`config.mk`:
```
export PLATFORM = sky130hd
export DESIGN_NAME = emg_pulse_gesture_grip_top
export DESIGN_NICKNAME = d
export VERILOG_FILES = /design/src/rtl/core/epgg_pkg.sv /design/src/rtl/core/epgg_div.sv /design/src/rtl/core/epgg_ctrl.sv /design/src/rtl/core/epgg_dp.sv /design/src/rtl/core/emg_pulse_gesture_grip_top.sv
export SDC_FILE = /design/constraint.sdc
export NUM_CORES = 1
export LEC_CHECK = 0
export BUFFER_PORTS_ARGS = -buffer_cell sky130_fd_sc_hd__buf_2
export CAP_MARGIN = 0
export CORE_UTILIZATION = 30
export DETAILED_ROUTE_END_ITERATION = 7
export PLACE_DENSITY = 0.54
export SYNTH_ARGS = -nofsm -noshare
export SYNTH_HDL_FRONTEND = slang
export SYNTH_SLANG_ARGS = --single-unit
export TNS_END_PERCENT = 20
```
`constraint.sdc`:
```
create_clock -name clk -period 6.6 [get_ports clk]
set_clock_uncertainty 0.05 [all_clocks]
set_input_delay 0.33 -clock clk [delete_from_list [all_inputs] [get_ports clk]]
set_output_delay 0.33 -clock clk [all_outputs]
set_load 0.05 [all_outputs]
```
`src/rtl/core/epgg_pkg.sv`:
```
// Shared widths, register codes, reset values and control structs of the grip estimator.
`default_nettype none

package epgg_pkg;

    localparam int TIME_W      = 16;
    localparam int THR_W       = 10;
    localparam int GRIP_W      = 10;
    localparam int SLOT_OUT_W  = 2;
    localparam int DIV_W       = 16;
    localparam int CFG_IDX_W   = 2;
    localparam int CFG_DATA_W  = 16;
    localparam int OUT_TDATA_W = ((GRIP_W + 1 + SLOT_OUT_W + 7) / 8) * 8;

    localparam int DEF_PULSE_SLOTS = 4;
    localparam int DEF_SAMPLE_BITS = 10;

    localparam logic [CFG_IDX_W-1:0] CFG_THRESHOLD = 2'd0;
    localparam logic [CFG_IDX_W-1:0] CFG_COOLDOWN  = 2'd1;
    localparam logic [CFG_IDX_W-1:0] CFG_WINDOW    = 2'd2;
    localparam logic [CFG_IDX_W-1:0] CFG_DECAY     = 2'd3;

    localparam logic [THR_W-1:0]  THR_RESET    = 10'd512;
    localparam logic [TIME_W-1:0] COOL_RESET   = 16'd100;
    localparam logic [TIME_W-1:0] WINDOW_RESET = 16'd500;
    localparam logic [TIME_W-1:0] DECAY_RESET  = 16'd1000;

    typedef struct packed {
        logic load_in;
        logic eval;
        logic calc;
        logic div_start;
        logic div_level;
        logic take_div;
        logic push_out;
    } epgg_cmd_t;

    typedef struct packed {
        logic dbl_hit;
        logic direct;
        logic div_done;
        logic q_zero;
        logic out_free;
    } epgg_sts_t;

endpackage

`default_nettype wire

```
`src/rtl/core/epgg_div.sv`:
```
// Shared restoring divider, one quotient bit per cycle.
`default_nettype none

module epgg_div
    import epgg_pkg::*;
(
    input  wire logic             clk,
    input  wire logic             rst_n,
    input  wire logic             start,
    input  wire logic [DIV_W-1:0] dividend,
    input  wire logic [DIV_W-1:0] divisor,
    output logic                  done,
    output logic [DIV_W-1:0]      quotient
);

    localparam int CNT_W = $clog2(DIV_W);
    localparam logic [CNT_W-1:0] CNT_LAST = CNT_W'(DIV_W - 1);

    logic             busy_reg;
    logic [CNT_W-1:0] cnt_reg;
    logic [DIV_W-1:0] rem_reg;
    logic [DIV_W-1:0] dvd_reg;
    logic [DIV_W-1:0] dvs_reg;
    logic [DIV_W:0]   trial;
    logic [DIV_W:0]   diff;
    logic             fits;
    logic [DIV_W-1:0] rem_next;

    assign trial    = {rem_reg, dvd_reg[DIV_W-1]};
    assign diff     = trial - {1'b0, dvs_reg};
    assign fits     = trial >= {1'b0, dvs_reg};
    assign rem_next = fits ? diff[DIV_W-1:0] : trial[DIV_W-1:0];

    assign done     = busy_reg && (cnt_reg == CNT_LAST);
    assign quotient = dvd_reg;

    always_ff @(posedge clk or negedge rst_n)
    begin
        if (!rst_n)
        begin
            busy_reg <= 1'b0;
            cnt_reg  <= '0;
        end
        else if (start)
        begin
            busy_reg <= 1'b1;
            cnt_reg  <= '0;
        end
        else if (busy_reg)
        begin
            cnt_reg <= cnt_reg + CNT_W'(1);
            if (cnt_reg == CNT_LAST)
            begin
                busy_reg <= 1'b0;
            end
        end
    end

    // The dividend register fills with quotient bits from the bottom as it shifts out.
    always_ff @(posedge clk)
    begin
        if (start)
        begin
            rem_reg <= '0;
            dvd_reg <= dividend;
            dvs_reg <= divisor;
        end
        else if (busy_reg)
        begin
            rem_reg <= rem_next;
            dvd_reg <= {dvd_reg[DIV_W-2:0], fits};
        end
    end

endmodule

`default_nettype wire

```
`src/rtl/core/epgg_ctrl.sv`:
```
// Sequencing state machine of the grip estimator.
`default_nettype none

module epgg_ctrl
    import epgg_pkg::*;
(
    input  wire logic      clk,
    input  wire logic      rst_n,
    input  wire logic      in_valid,
    output logic           in_ready,
    input  wire epgg_sts_t sts,
    output epgg_cmd_t      cmd
);

    localparam logic [3:0] S_IDLE  = 4'd0;
    localparam logic [3:0] S_EVAL  = 4'd1;
    localparam logic [3:0] S_RD2   = 4'd2;
    localparam logic [3:0] S_CALC  = 4'd3;
    localparam logic [3:0] S_DIVQ  = 4'd4;
    localparam logic [3:0] S_QCHK  = 4'd5;
    localparam logic [3:0] S_DIVL  = 4'd6;
    localparam logic [3:0] S_LTAKE = 4'd7;
    localparam logic [3:0] S_FIN   = 4'd8;

    logic [3:0] state_reg;
    logic [3:0] state_next;

    assign in_ready = (state_reg == S_IDLE);

    always_comb
    begin
        state_next = state_reg;
        cmd        = '0;
        unique case (state_reg)
            S_IDLE:
            begin
                if (in_valid)
                begin
                    cmd.load_in = 1'b1;
                    state_next  = S_EVAL;
                end
            end
            S_EVAL:
            begin
                cmd.eval   = 1'b1;
                state_next = S_RD2;
            end
            // The store reads are registered; this state lets the read registers take the updated slot before S_CALC.
            S_RD2:
            begin
                state_next = S_CALC;
            end
            S_CALC:
            begin
                cmd.calc = 1'b1;
                if (sts.dbl_hit || sts.direct)
                begin
                    state_next = S_FIN;
                end
                else
                begin
                    cmd.div_start = 1'b1;
                    state_next    = S_DIVQ;
                end
            end
            S_DIVQ:
            begin
                if (sts.div_done)
                begin
                    state_next = S_QCHK;
                end
            end
            S_QCHK:
            begin
                if (sts.q_zero)
                begin
                    state_next = S_FIN;
                end
                else
                begin
                    cmd.div_start = 1'b1;
                    cmd.div_level = 1'b1;
                    state_next    = S_DIVL;
                end
            end
            S_DIVL:
            begin
                if (sts.div_done)
                begin
                    state_next = S_LTAKE;
                end
            end
            S_LTAKE:
            begin
                cmd.take_div = 1'b1;
                state_next   = S_FIN;
            end
            S_FIN:
            begin
                if (sts.out_free)
                begin
                    cmd.push_out = 1'b1;
                    state_next   = S_IDLE;
                end
            end
            default:
            begin
                state_next = S_IDLE;
            end
        endcase
    end

    always_ff @(posedge clk or negedge rst_n)
    begin
        if (!rst_n)
        begin
            state_reg <= S_IDLE;
        end
        else
        begin
            state_reg <= state_next;
        end
    end

endmodule

`default_nettype wire

```
`src/rtl/core/epgg_dp.sv`:
```
// Datapath: configuration registers, pulse slot stores, level arithmetic and result register.
`default_nettype none

module epgg_dp
    import epgg_pkg::*;
#(
    parameter int PULSE_SLOTS = DEF_PULSE_SLOTS,
    parameter int SAMPLE_BITS = DEF_SAMPLE_BITS
)
(
    input  wire logic                   clk,
    input  wire logic                   rst_n,
    input  wire logic                   cfg_wr,
    input  wire logic [CFG_IDX_W-1:0]   cfg_index,
    input  wire logic [CFG_DATA_W-1:0]  cfg_data,
    input  wire logic [SAMPLE_BITS-1:0] in_sample,
    input  wire logic [TIME_W-1:0]      in_time,
    input  wire epgg_cmd_t              cmd,
    output epgg_sts_t                   sts,
    output logic                        out_valid,
    input  wire logic                   out_ready,
    output logic [GRIP_W-1:0]           grip_level,
    output logic                        in_pulse,
    output logic [SLOT_OUT_W-1:0]       slot_index,
    output logic                        double_pulse
);

    localparam int SLOT_W = $clog2(PULSE_SLOTS);
    localparam logic [SLOT_W-1:0] LAST_SLOT = SLOT_W'(PULSE_SLOTS - 1);

    // Configuration registers.
    logic [THR_W-1:0]  thr_reg;
    logic [TIME_W-1:0] cool_reg;
    logic [TIME_W-1:0] win_reg;
    logic [TIME_W-1:0] decay_reg;

    always_ff @(posedge clk or negedge rst_n)
    begin
        if (!rst_n)
        begin
            thr_reg   <= THR_RESET;
            cool_reg  <= COOL_RESET;
            win_reg   <= WINDOW_RESET;
            decay_reg <= DECAY_RESET;
        end
        else if (cfg_wr)
        begin
            unique case (cfg_index)
                CFG_THRESHOLD: thr_reg   <= cfg_data[THR_W-1:0];
                CFG_COOLDOWN:  cool_reg  <= cfg_data[TIME_W-1:0];
                CFG_WINDOW:    win_reg   <= cfg_data[TIME_W-1:0];
                CFG_DECAY:     decay_reg <= cfg_data[TIME_W-1:0];
            endcase
        end
    end

    // Input item.
    logic [SAMPLE_BITS-1:0] sample_reg;
    logic [TIME_W-1:0]      time_reg;

    always_ff @(posedge clk)
    begin
        if (cmd.load_in)
        begin
            sample_reg <= in_sample;
            time_reg   <= in_time;
        end
    end

    // Pulse state.
    logic              meas_reg;
    logic              meas_next;
    logic [SLOT_W-1:0] cur_reg;
    logic [SLOT_W-1:0] cur_next;
    logic [SLOT_W-1:0] prev_slot;
    logic [SLOT_W-1:0] next_slot;

    assign prev_slot = (cur_reg == '0) ? LAST_SLOT : cur_reg - SLOT_W'(1);
    assign next_slot = (cur_reg == LAST_SLOT) ? '0 : cur_reg + SLOT_W'(1);

    // Slot stores; an entry never written reads as zero through its valid bit.
    logic [SAMPLE_BITS-1:0] peak_mem  [PULSE_SLOTS];
    logic [TIME_W-1:0]      start_mem [PULSE_SLOTS];
    logic [TIME_W-1:0]      end_mem   [PULSE_SLOTS];
    logic [PULSE_SLOTS-1:0] peak_vld_reg;
    logic [PULSE_SLOTS-1:0] start_vld_reg;
    logic [PULSE_SLOTS-1:0] end_vld_reg;

    logic [SAMPLE_BITS-1:0] peak_a_reg;
    logic [SAMPLE_BITS-1:0] peak_b_reg;
    logic [TIME_W-1:0]      start_a_reg;
    logic [TIME_W-1:0]      end_a_reg;
    logic [TIME_W-1:0]      end_b_reg;
    logic                   peak_a_vld_reg;
    logic                   peak_b_vld_reg;
    logic                   start_a_vld_reg;
    logic                   end_a_vld_reg;
    logic                   end_b_vld_reg;

    logic [SAMPLE_BITS-1:0] peak_a;
    logic [SAMPLE_BITS-1:0] peak_b;
    logic [TIME_W-1:0]      start_a;
    logic [TIME_W-1:0]      end_a;
    logic [TIME_W-1:0]      end_b;

    assign peak_a  = peak_a_vld_reg  ? peak_a_reg  : '0;
    assign peak_b  = peak_b_vld_reg  ? peak_b_reg  : '0;
    assign start_a = start_a_vld_reg ? start_a_reg : '0;
    assign end_a   = end_a_vld_reg   ? end_a_reg   : '0;
    assign end_b   = end_b_vld_reg   ? end_b_reg   : '0;

    // Port A follows the current slot, port B the one before it.
    always_ff @(posedge clk)
    begin
        peak_a_reg      <= peak_mem[cur_reg];
        peak_b_reg      <= peak_mem[prev_slot];
        start_a_reg     <= start_mem[cur_reg];
        end_a_reg       <= end_mem[cur_reg];
        end_b_reg       <= end_mem[prev_slot];
        peak_a_vld_reg  <= peak_vld_reg[cur_reg];
        peak_b_vld_reg  <= peak_vld_reg[prev_slot];
        start_a_vld_reg <= start_vld_reg[cur_reg];
        end_a_vld_reg   <= end_vld_reg[cur_reg];
        end_b_vld_reg   <= end_vld_reg[prev_slot];
    end

    // Pulse tracking decision.
    logic              above;
    logic [TIME_W-1:0] gap_end;
    logic [TIME_W-1:0] gap_start;
    logic              extend;
    logic              open_new;
    logic              close_now;
    logic              peak_we;
    logic [SLOT_W-1:0] peak_wa;
    logic              start_we;
    logic              end_we;

    assign above     = 16'(sample_reg) > 16'(thr_reg);
    assign gap_end   = time_reg - end_a;
    assign gap_start = time_reg - start_a;
    assign extend    = above && meas_reg;
    assign open_new  = above && !meas_reg && (gap_end > cool_reg);
    assign close_now = !above && meas_reg && (gap_start > cool_reg);

    assign peak_we  = cmd.eval && (open_new || (extend && (sample_reg > peak_a)));
    assign peak_wa  = open_new ? next_slot : cur_reg;
    assign start_we = cmd.eval && open_new;
    assign end_we   = cmd.eval && extend;

    always_comb
    begin
        meas_next = meas_reg;
        cur_next  = cur_reg;
        if (cmd.eval)
        begin
            if (open_new)
            begin
                meas_next = 1'b1;
                cur_next  = next_slot;
            end
            else if (close_now)
            begin
                meas_next = 1'b0;
            end
        end
    end

    always_ff @(posedge clk or negedge rst_n)
    begin
        if (!rst_n)
        begin
            meas_reg      <= 1'b0;
            cur_reg       <= '0;
            peak_vld_reg  <= '0;
            start_vld_reg <= '0;
            end_vld_reg   <= '0;
        end
        else
        begin
            meas_reg <= meas_next;
            cur_reg  <= cur_next;
            if (peak_we)
            begin
                peak_vld_reg[peak_wa] <= 1'b1;
            end
            if (start_we)
            begin
                start_vld_reg[next_slot] <= 1'b1;
            end
            if (end_we)
            begin
                end_vld_reg[cur_reg] <= 1'b1;
            end
        end
    end

    always_ff @(posedge clk)
    begin
        if (peak_we)
        begin
            peak_mem[peak_wa] <= sample_reg;
        end
        if (start_we)
        begin
            start_mem[next_slot] <= time_reg;
        end
        if (end_we)
        begin
            end_mem[cur_reg] <= time_reg;
        end
    end

    // Level arithmetic.
    logic [TIME_W-1:0]    dbl_gap;
    logic [SAMPLE_BITS:0] peak_sum;
    logic [DIV_W-1:0]     div_dvd;
    logic [DIV_W-1:0]     div_dvs;
    logic [DIV_W-1:0]     div_quo;
    logic                 div_done;

    assign dbl_gap  = start_a - end_b;
    assign peak_sum = {1'b0, peak_a} + {1'b0, peak_b};

    // First pass divides the time since the pulse end by the decay unit,
    // the second divides the peak by that quotient.
    assign div_dvd = cmd.div_level ? DIV_W'(peak_a) : gap_end;
    assign div_dvs = cmd.div_level ? div_quo : decay_reg;

    epgg_div u_div (
        .clk      (clk),
        .rst_n    (rst_n),
        .start    (cmd.div_start),
        .dividend (div_dvd),
        .divisor  (div_dvs),
        .done     (div_done),
        .quotient (div_quo)
    );

    assign sts.dbl_hit  = dbl_gap < win_reg;
    assign sts.direct   = meas_reg || (decay_reg == '0);
    assign sts.div_done = div_done;
    assign sts.q_zero   = (div_quo == '0);

    logic [SAMPLE_BITS-1:0] level_reg;
    logic                   dbl_reg;

    always_ff @(posedge clk)
    begin
        if (cmd.calc)
        begin
            level_reg <= sts.dbl_hit ? peak_sum[SAMPLE_BITS:1] : peak_a;
            dbl_reg   <= sts.dbl_hit;
        end
        else if (cmd.take_div)
        begin
            level_reg <= SAMPLE_BITS'(div_quo);
        end
    end

    // Result register.
    logic out_valid_reg;

    assign sts.out_free = !out_valid_reg || out_ready;
    assign out_valid    = out_valid_reg;

    always_ff @(posedge clk or negedge rst_n)
    begin
        if (!rst_n)
        begin
            out_valid_reg <= 1'b0;
        end
        else if (cmd.push_out)
        begin
            out_valid_reg <= 1'b1;
        end
        else if (out_ready)
        begin
            out_valid_reg <= 1'b0;
        end
    end

    always_ff @(posedge clk)
    begin
        if (cmd.push_out)
        begin
            grip_level   <= GRIP_W'(level_reg);
            in_pulse     <= meas_reg;
            slot_index   <= SLOT_OUT_W'(cur_reg);
            double_pulse <= dbl_reg;
        end
    end

endmodule

`default_nettype wire

```
`src/rtl/core/emg_pulse_gesture_grip_top.sv`:
```
// Top level of the muscle pulse grip level estimator.
//
//  Channel    Direction  Transfer when             Carries
//  cfg        in         cfg_valid & cfg_ready     register index, write data
//  s_axis     in         s_axis_tvalid & tready    one sensor sample and timestamp
//  m_axis     out        m_axis_tvalid & tready    one grip result per sample
//
// A new sample is taken only in the idle state, after the last result was pushed. The level
// needs no division, one division when the decay quotient is zero, or two serial divisions
// on the shared divider otherwise.
// Reset clears the pulse state and the valid bits of all slot stores at once; no clearing pass is needed.
// A result waits in the output register while the next sample is taken in.
// Configuration writes are always accepted.
`default_nettype none

module emg_pulse_gesture_grip_top
    import epgg_pkg::*;
#(
    parameter int PULSE_SLOTS = DEF_PULSE_SLOTS,
    parameter int SAMPLE_BITS = DEF_SAMPLE_BITS,
    localparam int IN_TDATA_W = ((SAMPLE_BITS + TIME_W + 7) / 8) * 8
)
(
    input  wire logic                  clk,
    input  wire logic                  rst_n,
    input  wire logic                  cfg_valid,
    output logic                       cfg_ready,
    input  wire logic [CFG_IDX_W-1:0]  cfg_index,
    input  wire logic [CFG_DATA_W-1:0] cfg_data,
    input  wire logic                  s_axis_tvalid,
    output logic                       s_axis_tready,
    // Fields from bit 0: sample, time_ms, zero padding.
    input  wire logic [IN_TDATA_W-1:0] s_axis_tdata,
    output logic                       m_axis_tvalid,
    input  wire logic                  m_axis_tready,
    // Fields from bit 0: grip_level, in_pulse, slot_index, zero padding.
    output logic [OUT_TDATA_W-1:0]     m_axis_tdata,
    // Field: double_pulse.
    output logic                       m_axis_tuser
);

    epgg_cmd_t              cmd;
    epgg_sts_t              sts;
    logic [GRIP_W-1:0]      grip_level;
    logic                   in_pulse;
    logic [SLOT_OUT_W-1:0]  slot_index;

    assign cfg_ready = 1'b1;

    epgg_ctrl u_ctrl (
        .clk      (clk),
        .rst_n    (rst_n),
        .in_valid (s_axis_tvalid),
        .in_ready (s_axis_tready),
        .sts      (sts),
        .cmd      (cmd)
    );

    epgg_dp #(
        .PULSE_SLOTS (PULSE_SLOTS),
        .SAMPLE_BITS (SAMPLE_BITS)
    ) u_dp (
        .clk          (clk),
        .rst_n        (rst_n),
        .cfg_wr       (cfg_valid),
        .cfg_index    (cfg_index),
        .cfg_data     (cfg_data),
        .in_sample    (s_axis_tdata[SAMPLE_BITS-1:0]),
        .in_time      (s_axis_tdata[SAMPLE_BITS +: TIME_W]),
        .cmd          (cmd),
        .sts          (sts),
        .out_valid    (m_axis_tvalid),
        .out_ready    (m_axis_tready),
        .grip_level   (grip_level),
        .in_pulse     (in_pulse),
        .slot_index   (slot_index),
        .double_pulse (m_axis_tuser)
    );

    assign m_axis_tdata = OUT_TDATA_W'({slot_index, in_pulse, grip_level});

endmodule

`default_nettype wire
```
==> results of run 1 <==
[power by group through the flow]
stage | logic [mW] | clock network [mW] | registers, mW
3_3_place_gp | 5.07 | 0 | 4.00
3_5_place_dp | 5.18 | 0 | 4.02
2_1_floorplan | 3.86 | 0 | 3.85
4_1_cts | 5.23 | 2.58 | 3.97
6_report | 5.17 | 2.52 | 3.97
5_1_grt | 5.78 | 2.69 | 4.05
[cell usage after synthesis (5+ instances only)]
library cell,count
nand2b_1,12
dfxtp_1,89
buf_4,7
nor2b_1,15
o31ai_1,6
a31oi_1,11
clkbuf_1,33
o21ai_0,65
mux2i_1,21
o21bai_1,11
mux4_2,73
and3_1,14
dfstp_2,16
or2_2,9
xnor2_1,40
o21a_1,11
a211oi_1,6
fa_1,5
or3_1,5
and2_1,28
nor3_1,21
xor2_1,23
nor4_1,13
nand4_1,17
a21o_1,30
nand2_1,113
buf_2,9
inv_1,115
edfxtp_1,251
nor2_1,66
nand3_1,23
buf_1,8
o221ai_1,9
dfrtp_1,67
mux2_2,70
ha_1,143
o211ai_1,8
a21oi_1,73
[metrics by stage]
stage | utilization, % | setup WS [ns] | std cells | total power [mW]
floorplan | - | 1.24 | 1609 | 7.71
global placement | 32.4 | 0.797 | 2569 | 9.07
detailed placement | 32.4 | 0.721 | 2569 | 9.21
CTS | 35.1 | 0.698 | 2693 | 11.8
global route | 35.1 | 0.349 | 2693 | 12.5
finish | 35.1 | 0.728 | 2693 | 11.7
[layer usage]
| metal | vias up | GRT usage [%] | wire, um |
|---|---|---|---|
| li1 | 6217 | - | - |
| met1 | 6337 | 19.2 | 23100 |
| met2 | 249 | 23.1 | 22900 |
| met3 | 67 | 2.28 | 2090 |
| met4 | 0 | 3.64 | 915 |
| met5 | - | 0 | 0 |
[critical path: cells and delay by family, from the launching register on]
kind / cells / cell delay, ns
buffers and inverters: 2 / 0.42
XOR/XNOR: 1 / 0.14
AND/OR/NAND/NOR: 3 / 1.08
AO/OA/AOI/OAI: 13 / 2.83
adder cells (fa/ha/maj): 2 / 0.54
flip-flops: 1 / 0.72
[how the worst max path moves through the flow]
stage                              start                    end  slack (ns)  depth (start not counted)
floorplan             u_dp.end_a_vld_reg    u_dp.peak_mem[3][0]        1.24                         17
global placement    u_dp.start_a_vld_reg  u_dp.u_div.rem_reg[0]        0.80                         21
detailed placement  u_dp.start_a_vld_reg  u_dp.u_div.rem_reg[0]        0.72                         21
CTS                 u_dp.start_a_vld_reg  u_dp.u_div.rem_reg[0]        0.70                         21
global route        u_dp.start_a_vld_reg  u_dp.u_div.rem_reg[0]        0.35                         21
finish              u_dp.start_a_vld_reg  u_dp.u_div.rem_reg[0]        0.73                         21
[what timing repair did]
item                       4_1_cts  5_1_grt
hold buffers                    36        0
setup endpoints to repair        0        0
resized for setup                0        0
hold endpoints to repair        74        0
[final cells by class]
class / count / area, sq um / share of cell area [%]
clock inverters: 26 / 231 / 0.960
flip-flops and latches: 423 / 11400 / 47.4
well taps: 931 / 1160 / 4.83
multi-input cells: 1009 / 8740 / 36.3
clock buffers: 62 / 1240 / 5.16
repair buffers: 123 / 856 / 3.55
inverters: 119 / 447 / 1.85
[logic make-up (layout without fill, tap and decap cells)]
group	after synthesis	count (layout)	synth area share, %
multiplexers	164	164	12.7
adder cells (fa/ha/maj)	148	148	9.07
AO/OA/AOI/OAI	277	277	8.90
AND/OR/NAND/NOR	353	353	8.43
buffers and inverters	177	330	3.42
other	2	4	0.0361
XOR/XNOR	63	63	2.65
flip-flops	423	423	54.8
==> metrics.cfg, run 1 <==
[outcome]
outcome=complete, no violations

[timing]
slew_viol_final=0
hold_ws_ns=0.0231
rsz0062_at_grt=no
finalHoldViolCount=0
post-route-min-period_ns=5.87
timing.setup.tns_ns=0
fin_crit_sh_pct=89.0
tightest_slew_ns=1.17
max-slew-margin-rel_pct=21.8
max_freq_mhz=170
final-setup-viol-count=0

[detailed_routing]
drt-total-wl_mm=49.0
vias=12900
drtPass1Iterations=5
drt-initial-drc-count=795
drc=0
viasPerCell=4.78
wire_per_inst_um=18.2
antenna_left=0

[finish]
n_antenna_cell=0
n_fill_cell=6755
nets=1926
largestRegisters=u_dp.end_mem: 64 flops, u_dp.start_mem: 64 flops, u_dp.peak_mem: 40 flops
areaGrowthSynthToFinish_pct=15.7
drive_gt1_share_pct=19.8
layout_common_cells=251 x edfxtp_1, 143 x ha_1, 115 x inv_1
final_common_cell=edfxtp_1
postLayoutCellArea_sq_um=24100

[clock_network]
postCtsSetupRepairBufs=0
clkTransAtPathRegs_ns=0.06
cts-htree-levels=2
worstSkewPairLatency_ns=0.59
clock_sinks=423
cts_tree=yes
ctsRootBufferMaster=clkbuf_16
clk_path_buf_depth=3
numCtsBuffers=47

[pwr]
switching_share_pct=38.8
p_per_area_nw_per_um2=484
p_int_mw=7.13
seqPwrFrac_pct=34.1
comb_power_share_pct=44.4
switchingPower_mw=4.52
power_frac_clock_pct=21.6
p_leak_nw=9.38
ir_drop_uv=216

[synthesis]
synth_area_per_cell_sq_um=13.0
synth.cell_area_sq_um=20800
seq_area_frac_synth_pct=54.8
yosys-top-cells-area=edfxtp_1 36%, ha_1 8.6%, dfxtp_1 8.6%
yosys_warnings=0
ys_types=85
yosysTopAreaCell=edfxtp_1
yosysTopAreaCellShare_pct=36.2
synth_enable_flop_cells=251
syn_inst=1607
ys_async_sr_fraction_pct=19.6
ys_seq_elements=423
synthFlopType=edfxtp_1

[global_routing]
grt-ovfl-total=0
antenna_found_initial=1
grt_pass1_vias=13400
grt_first_pass_wirelength_mm=76.9
grt_max_degree=55
grt_util_all_layers_pct=14.1

[setup_path]
path_cells=nand2_1 -> inv_1 -> ha_1 -> a211oi_1 -> a21bo_2 -> o221ai_1 -> o21ai_0 -> o41ai_2 -> o21bai_1 -> a21oi_1 -> xnor2_1 -> ha_1 -> a21o_1 -> a21o_1 -> a21oi_1 -> o21ai_0 -> o211ai_4 -> and2_1 -> inv_2 -> or3_1 -> o21ai_0
cp.arrival_ns=6.34
slowest_stage=dfxtp_1
crit_fanout=22
end_kind=register
rrSetupSlack_ns=0.73
cp-start-kind=register
cp.required_ns=7.07
r2r_start=u_dp.start_a_vld_reg
r2r_end=u_dp.u_div.rem_reg[0]
cp_slowest_stage_delay_ns=0.72
crit_top_cell=o21ai_0
path_class=register to register
worstRegToRegCells=21

[die]
die_x_um=266
die_h_um=266
start_util_pct=30.3
rows=96
die-area_sq_um=70500
core-area_sq_um=68700
io_pins=75

[flow_run]
maxCapViolCount=0

[placement]
routabilityCongestion=0.818
io_buffers=64
placed_area_sq_um=22300
hpwlAfterDp_mm=35.8

[hold_path]
worstHoldStart=cfg_data[13]
min_path_type=input port to register
whs_path_depth=2
worstHoldEndpoint=u_dp.decay_reg[13]

Note: power is estimated with default switching activity, not from simulation.
==> run 2: changes to the inputs <==
--- a/config.mk
+++ b/config.mk
@@ -12,5 +12,6 @@
 export PLACE_DENSITY = 0.54
 export SYNTH_ARGS = -nofsm -noshare
 export SYNTH_HDL_FRONTEND = slang
+export SYNTH_HIERARCHICAL = 1
 export SYNTH_SLANG_ARGS = --single-unit
 export TNS_END_PERCENT = 20
==> metrics.cfg, run 2 <==
[detailed_routing]
wl_met2_mm=22.9  ; about the same
drtPass1Iterations=5  ; unchanged
met1Wirelength_mm=23.6  ; was 23.1 mm
drt-initial-drc-count=930  ; was 795
viasPerCell=4.81  ; was 4.78
top_layer=met4  ; unchanged
antenna_left=0  ; unchanged
wire_per_inst_um=18.2  ; about the same
drc=0  ; unchanged
vias=13100  ; was 12900
wl_met3_mm=1.88  ; was 2.09 mm
drt-total-wl_mm=49.5  ; was 49.0 mm

[pwr]
p_leak_nw=9.46  ; was 9.38 nW
power.total_mw=12.3  ; was 11.7 mW
ir_drop_uv=218  ; was 216 uV
p_per_area_nw_per_um2=503  ; was 484 nW/um^2

[die]
io_pins=75  ; unchanged
start_util_pct=30.5  ; was 30.3%
die-area_sq_um=71200  ; was 70500 sq um
core-area_sq_um=68900  ; was 68700 sq um
rows=96  ; unchanged
die_h_um=267  ; was 266 um
die_x_um=267  ; was 266 um

[synthesis]
synthFlopType=edfxtp_1  ; unchanged
synth_area_per_cell_sq_um=13.0  ; about the same
yosysMostFrequentCell=edfxtp_1  ; unchanged
ys_async_sr_fraction_pct=19.6  ; unchanged
synth_enable_flop_cells=251  ; unchanged
ys_types=83  ; was 85
ys_seq_elements=423  ; unchanged
yosys-top-cells-count=251 x edfxtp_1, 143 x ha_1, 114 x inv_1  ; was 251 x edfxtp_1, 143 x ha_1, 115 x inv_1
yosys_warnings=6  ; was 0
seq_area_frac_synth_pct=54.3  ; was 54.8%
synth.cell_area_sq_um=21000  ; was 20800 sq um
syn_inst=1621  ; was 1607
yosys-top-cells-area=edfxtp_1 36%, ha_1 8.5%, dfxtp_1 8.5%  ; was edfxtp_1 36%, ha_1 8.6%, dfxtp_1 8.6%
yosysTopAreaCellShare_pct=35.8  ; was 36.2%
yosysTopAreaCell=edfxtp_1  ; unchanged

[global_routing]
grt_max_degree=52  ; was 55
antenna_found_initial=1  ; unchanged
grt_pass1_vias=13400  ; about the same
grt_util_all_layers_pct=14.1  ; about the same
grt-ovfl-total=0  ; unchanged
grt_first_pass_wirelength_mm=77.9  ; was 76.9 mm

[setup_path]
crit_buf_inv=2  ; unchanged
r2r_end=u_dp/peak_mem[1][2]  ; was u_dp.u_div.rem_reg[0]
crit_fanout=16  ; was 22
path_class=register to register  ; unchanged
r2r_start=u_dp/end_a_vld_reg  ; was u_dp.start_a_vld_reg
worstRegToRegCells=18  ; was 21
path_cells=and2_1 -> ha_1 -> inv_1 -> fa_1 -> a21o_1 -> a21oi_1 -> o2111ai_1 -> a31oi_1 -> o31ai_1 -> xnor2_1 -> ha_1 -> nand4_1 -> nor3_1 -> o21ai_1 -> a31oi_1 -> o21bai_1 -> nor2_1 -> buf_4  ; was nand2_1 -> inv_1 -> ha_1 -> a211oi_1 -> a21bo_2 -> o221ai_1 -> o21ai_0 -> o41ai_2 -> o21bai_1 -> a21oi_1 -> xnor2_1 -> ha_1 -> a21o_1 -> a21o_1 -> a21oi_1 -> o21ai_0 -> o211ai_4 -> and2_1 -> inv_2 -> or3_1 -> o21ai_0
end_kind=register  ; unchanged
crit_end=u_dp/peak_mem[1][2]  ; was u_dp.u_div.rem_reg[0]
crit_family=compound AO/OA/AOI/OAI gates  ; unchanged
cp_slowest_stage_delay_ns=0.74  ; was 0.72 ns
cp.arrival_ns=5.93  ; was 6.34 ns
rrSetupSlack_ns=0.91  ; was 0.73 ns
slowest_stage=dfxtp_1  ; unchanged
crit_start=u_dp/end_a_vld_reg  ; was u_dp.start_a_vld_reg
path_depth=18  ; was 21
cp-start-kind=register  ; unchanged
cp.required_ns=6.84  ; was 7.07 ns

[timing]
max_freq_mhz=176  ; was 170 MHz
hold_ws_ns=0.0420  ; was 0.0231 ns
timing.setup.tns_ns=0  ; unchanged
post-route-min-period_ns=5.69  ; was 5.87 ns
tightest_slew_ns=1.02  ; was 1.17 ns
final-setup-viol-count=0  ; unchanged
fin_crit_sh_pct=86.2  ; was 89.0%
rsz0062_at_grt=no  ; unchanged
finalHoldViolCount=0  ; unchanged
slew_viol_final=0  ; unchanged
max-slew-margin-rel_pct=31.6  ; was 21.8%

[flow_run]
maxCapViolCount=0  ; unchanged

[clock_network]
cts_tree=yes  ; unchanged
ctsRootBufferMaster=clkbuf_16  ; unchanged
clk_path_buf_depth=3  ; unchanged
worstSkewPairLatency_ns=0.58  ; was 0.59 ns
numCtsBuffers=46  ; was 47
cts-resized-gates=0  ; unchanged
clkTransAtPathRegs_ns=0.06  ; about the same
cts-htree-levels=2  ; unchanged
clock_sinks=423  ; unchanged

[hold_path]
whs_path_depth=3  ; was 2
min_path_type=input port to register  ; unchanged

[finish]
n_fill_cell=6717  ; was 6755
final_common_cell=edfxtp_1  ; unchanged
regArea_sq_um=11400  ; about the same
utilization_pct=35.4  ; was 35.1%
largestRegisters=u_dp/end_mem: 64 flops, u_dp/start_mem: 64 flops, u_dp/peak_mem: 40 flops  ; was u_dp.end_mem: 64 flops, u_dp.start_mem: 64 flops, u_dp.peak_mem: 40 flops
drive_gt1_share_pct=21.3  ; was 19.8%
areaGrowthSynthToFinish_pct=16.1  ; was 15.7%
multi_input_area_sq_um=8970  ; was 8740 sq um
n_antenna_cell=0  ; unchanged
layout_common_cells=251 x edfxtp_1, 143 x ha_1, 114 x inv_1  ; was 251 x edfxtp_1, 143 x ha_1, 115 x inv_1
nets=1948  ; was 1926

[placement]
routabilityCongestion=0.844  ; was 0.818
hpwlAfterDp_mm=36.3  ; was 35.8 mm
io_buffers=64  ; unchanged

[outcome]
outcome=complete, no violations  ; unchanged

-- run 2: cell count changes in the layout (fill, tap and decap cells not counted), moves of 8 or more --
cell,change
o21ai_1,+10
o221ai_1,-8
o21ai_0,-21
nor2b_1,+8
and3_1,-11
clkinv_1,-8
mux2_2,+21
nor2_1,+14
-- run 2: power by group --
group / switching [mW] / internal, mW / leakage (nW)
logic: 3.10 / 2.46 / 4.72
clock network: 1.10 / 1.50 / 0.735
registers: 0.537 / 3.60 / 4.01
total: 4.73 / 7.55 / 9.46
-- run 2: worst register-to-register path: stages, from the launching register on --
cell,delay (ns)
dfxtp_1,0.74
and2_1,0.23
ha_1,0.16
inv_1,0.05
fa_1,0.39
a21o_1,0.20
a21oi_1,0.37
o2111ai_1,0.22
a31oi_1,0.34
o31ai_1,0.14
xnor2_1,0.17
ha_1,0.32
nand4_1,0.15
nor3_1,0.37
o21ai_1,0.15
a31oi_1,0.55
o21bai_1,0.35
nor2_1,0.27
buf_4,0.20
-- run 2: layout make-up --
cell class              instances  share of cell area, %
flip-flops and latches        423                   46.8
multi-input cells            1031                   36.7
clock buffers                  61                   5.19
well taps                     931                   4.77
repair buffers                128                   3.66
inverters                     115                   1.77
clock inverters                25                   1.12
-- run 2: worst min path at each step --
stage / slack [ns] / endpoint / start
detailed placement: 0.33 / u_dp/u_div/cnt_reg[2] / rst_n
global route: 0.02 / u_dp/thr_reg[7] / cfg_data[7]
CTS: 0.01 / u_dp/thr_reg[2] / cfg_data[2]
floorplan: -0.02 / u_ctrl/state_reg[0] / rst_n
global placement: 0.31 / u_dp/u_div/cnt_reg[2] / rst_n
finish: 0.04 / u_dp/thr_reg[1] / cfg_data[1]
-- run 2: kinds of logic (layout without fill, tap and decap cells) --
logic type,count (synthesis),after routing,synth area share (%)
and+or+nand+nor,361,361,8.56
buffers and inverters,169,329,3.31
other,2,4,0.0357
xor gates and xnor gates,55,55,2.29
muxes,185,185,13.7
adders and majority gates,148,148,8.98
DFF,423,423,54.3
AOI/OAI and AO/OA,278,278,8.88
-- run 2: metrics by stage --
| stage | cells | cell area [sq um] | worst slack (ns) |
|---|---|---|---|
| finish | 2714 | 24400 | 0.912 |
| global route | 2714 | 24400 | 0.426 |
| CTS | 2714 | 24400 | 0.808 |
| detailed placement | 2592 | 22500 | 0.851 |
| global placement | 2592 | 22500 | 0.971 |
| floorplan | 1623 | 21000 | 1.27 |
-- run 2: layer usage --
layer / vias up / global-route usage [%]
met5: - / 0
met4: 0 / 4.13
met3: 68 / 2.15
met2: 269 / 22.9
met1: 6445 / 19.4
li1: 6273 / -
-- run 2: repair_timing --
action	in CTS	in global routing
hold endpoints to repair	83	0
buffers inserted	0	0
setup endpoints to repair	0	0
hold buffers	36	0
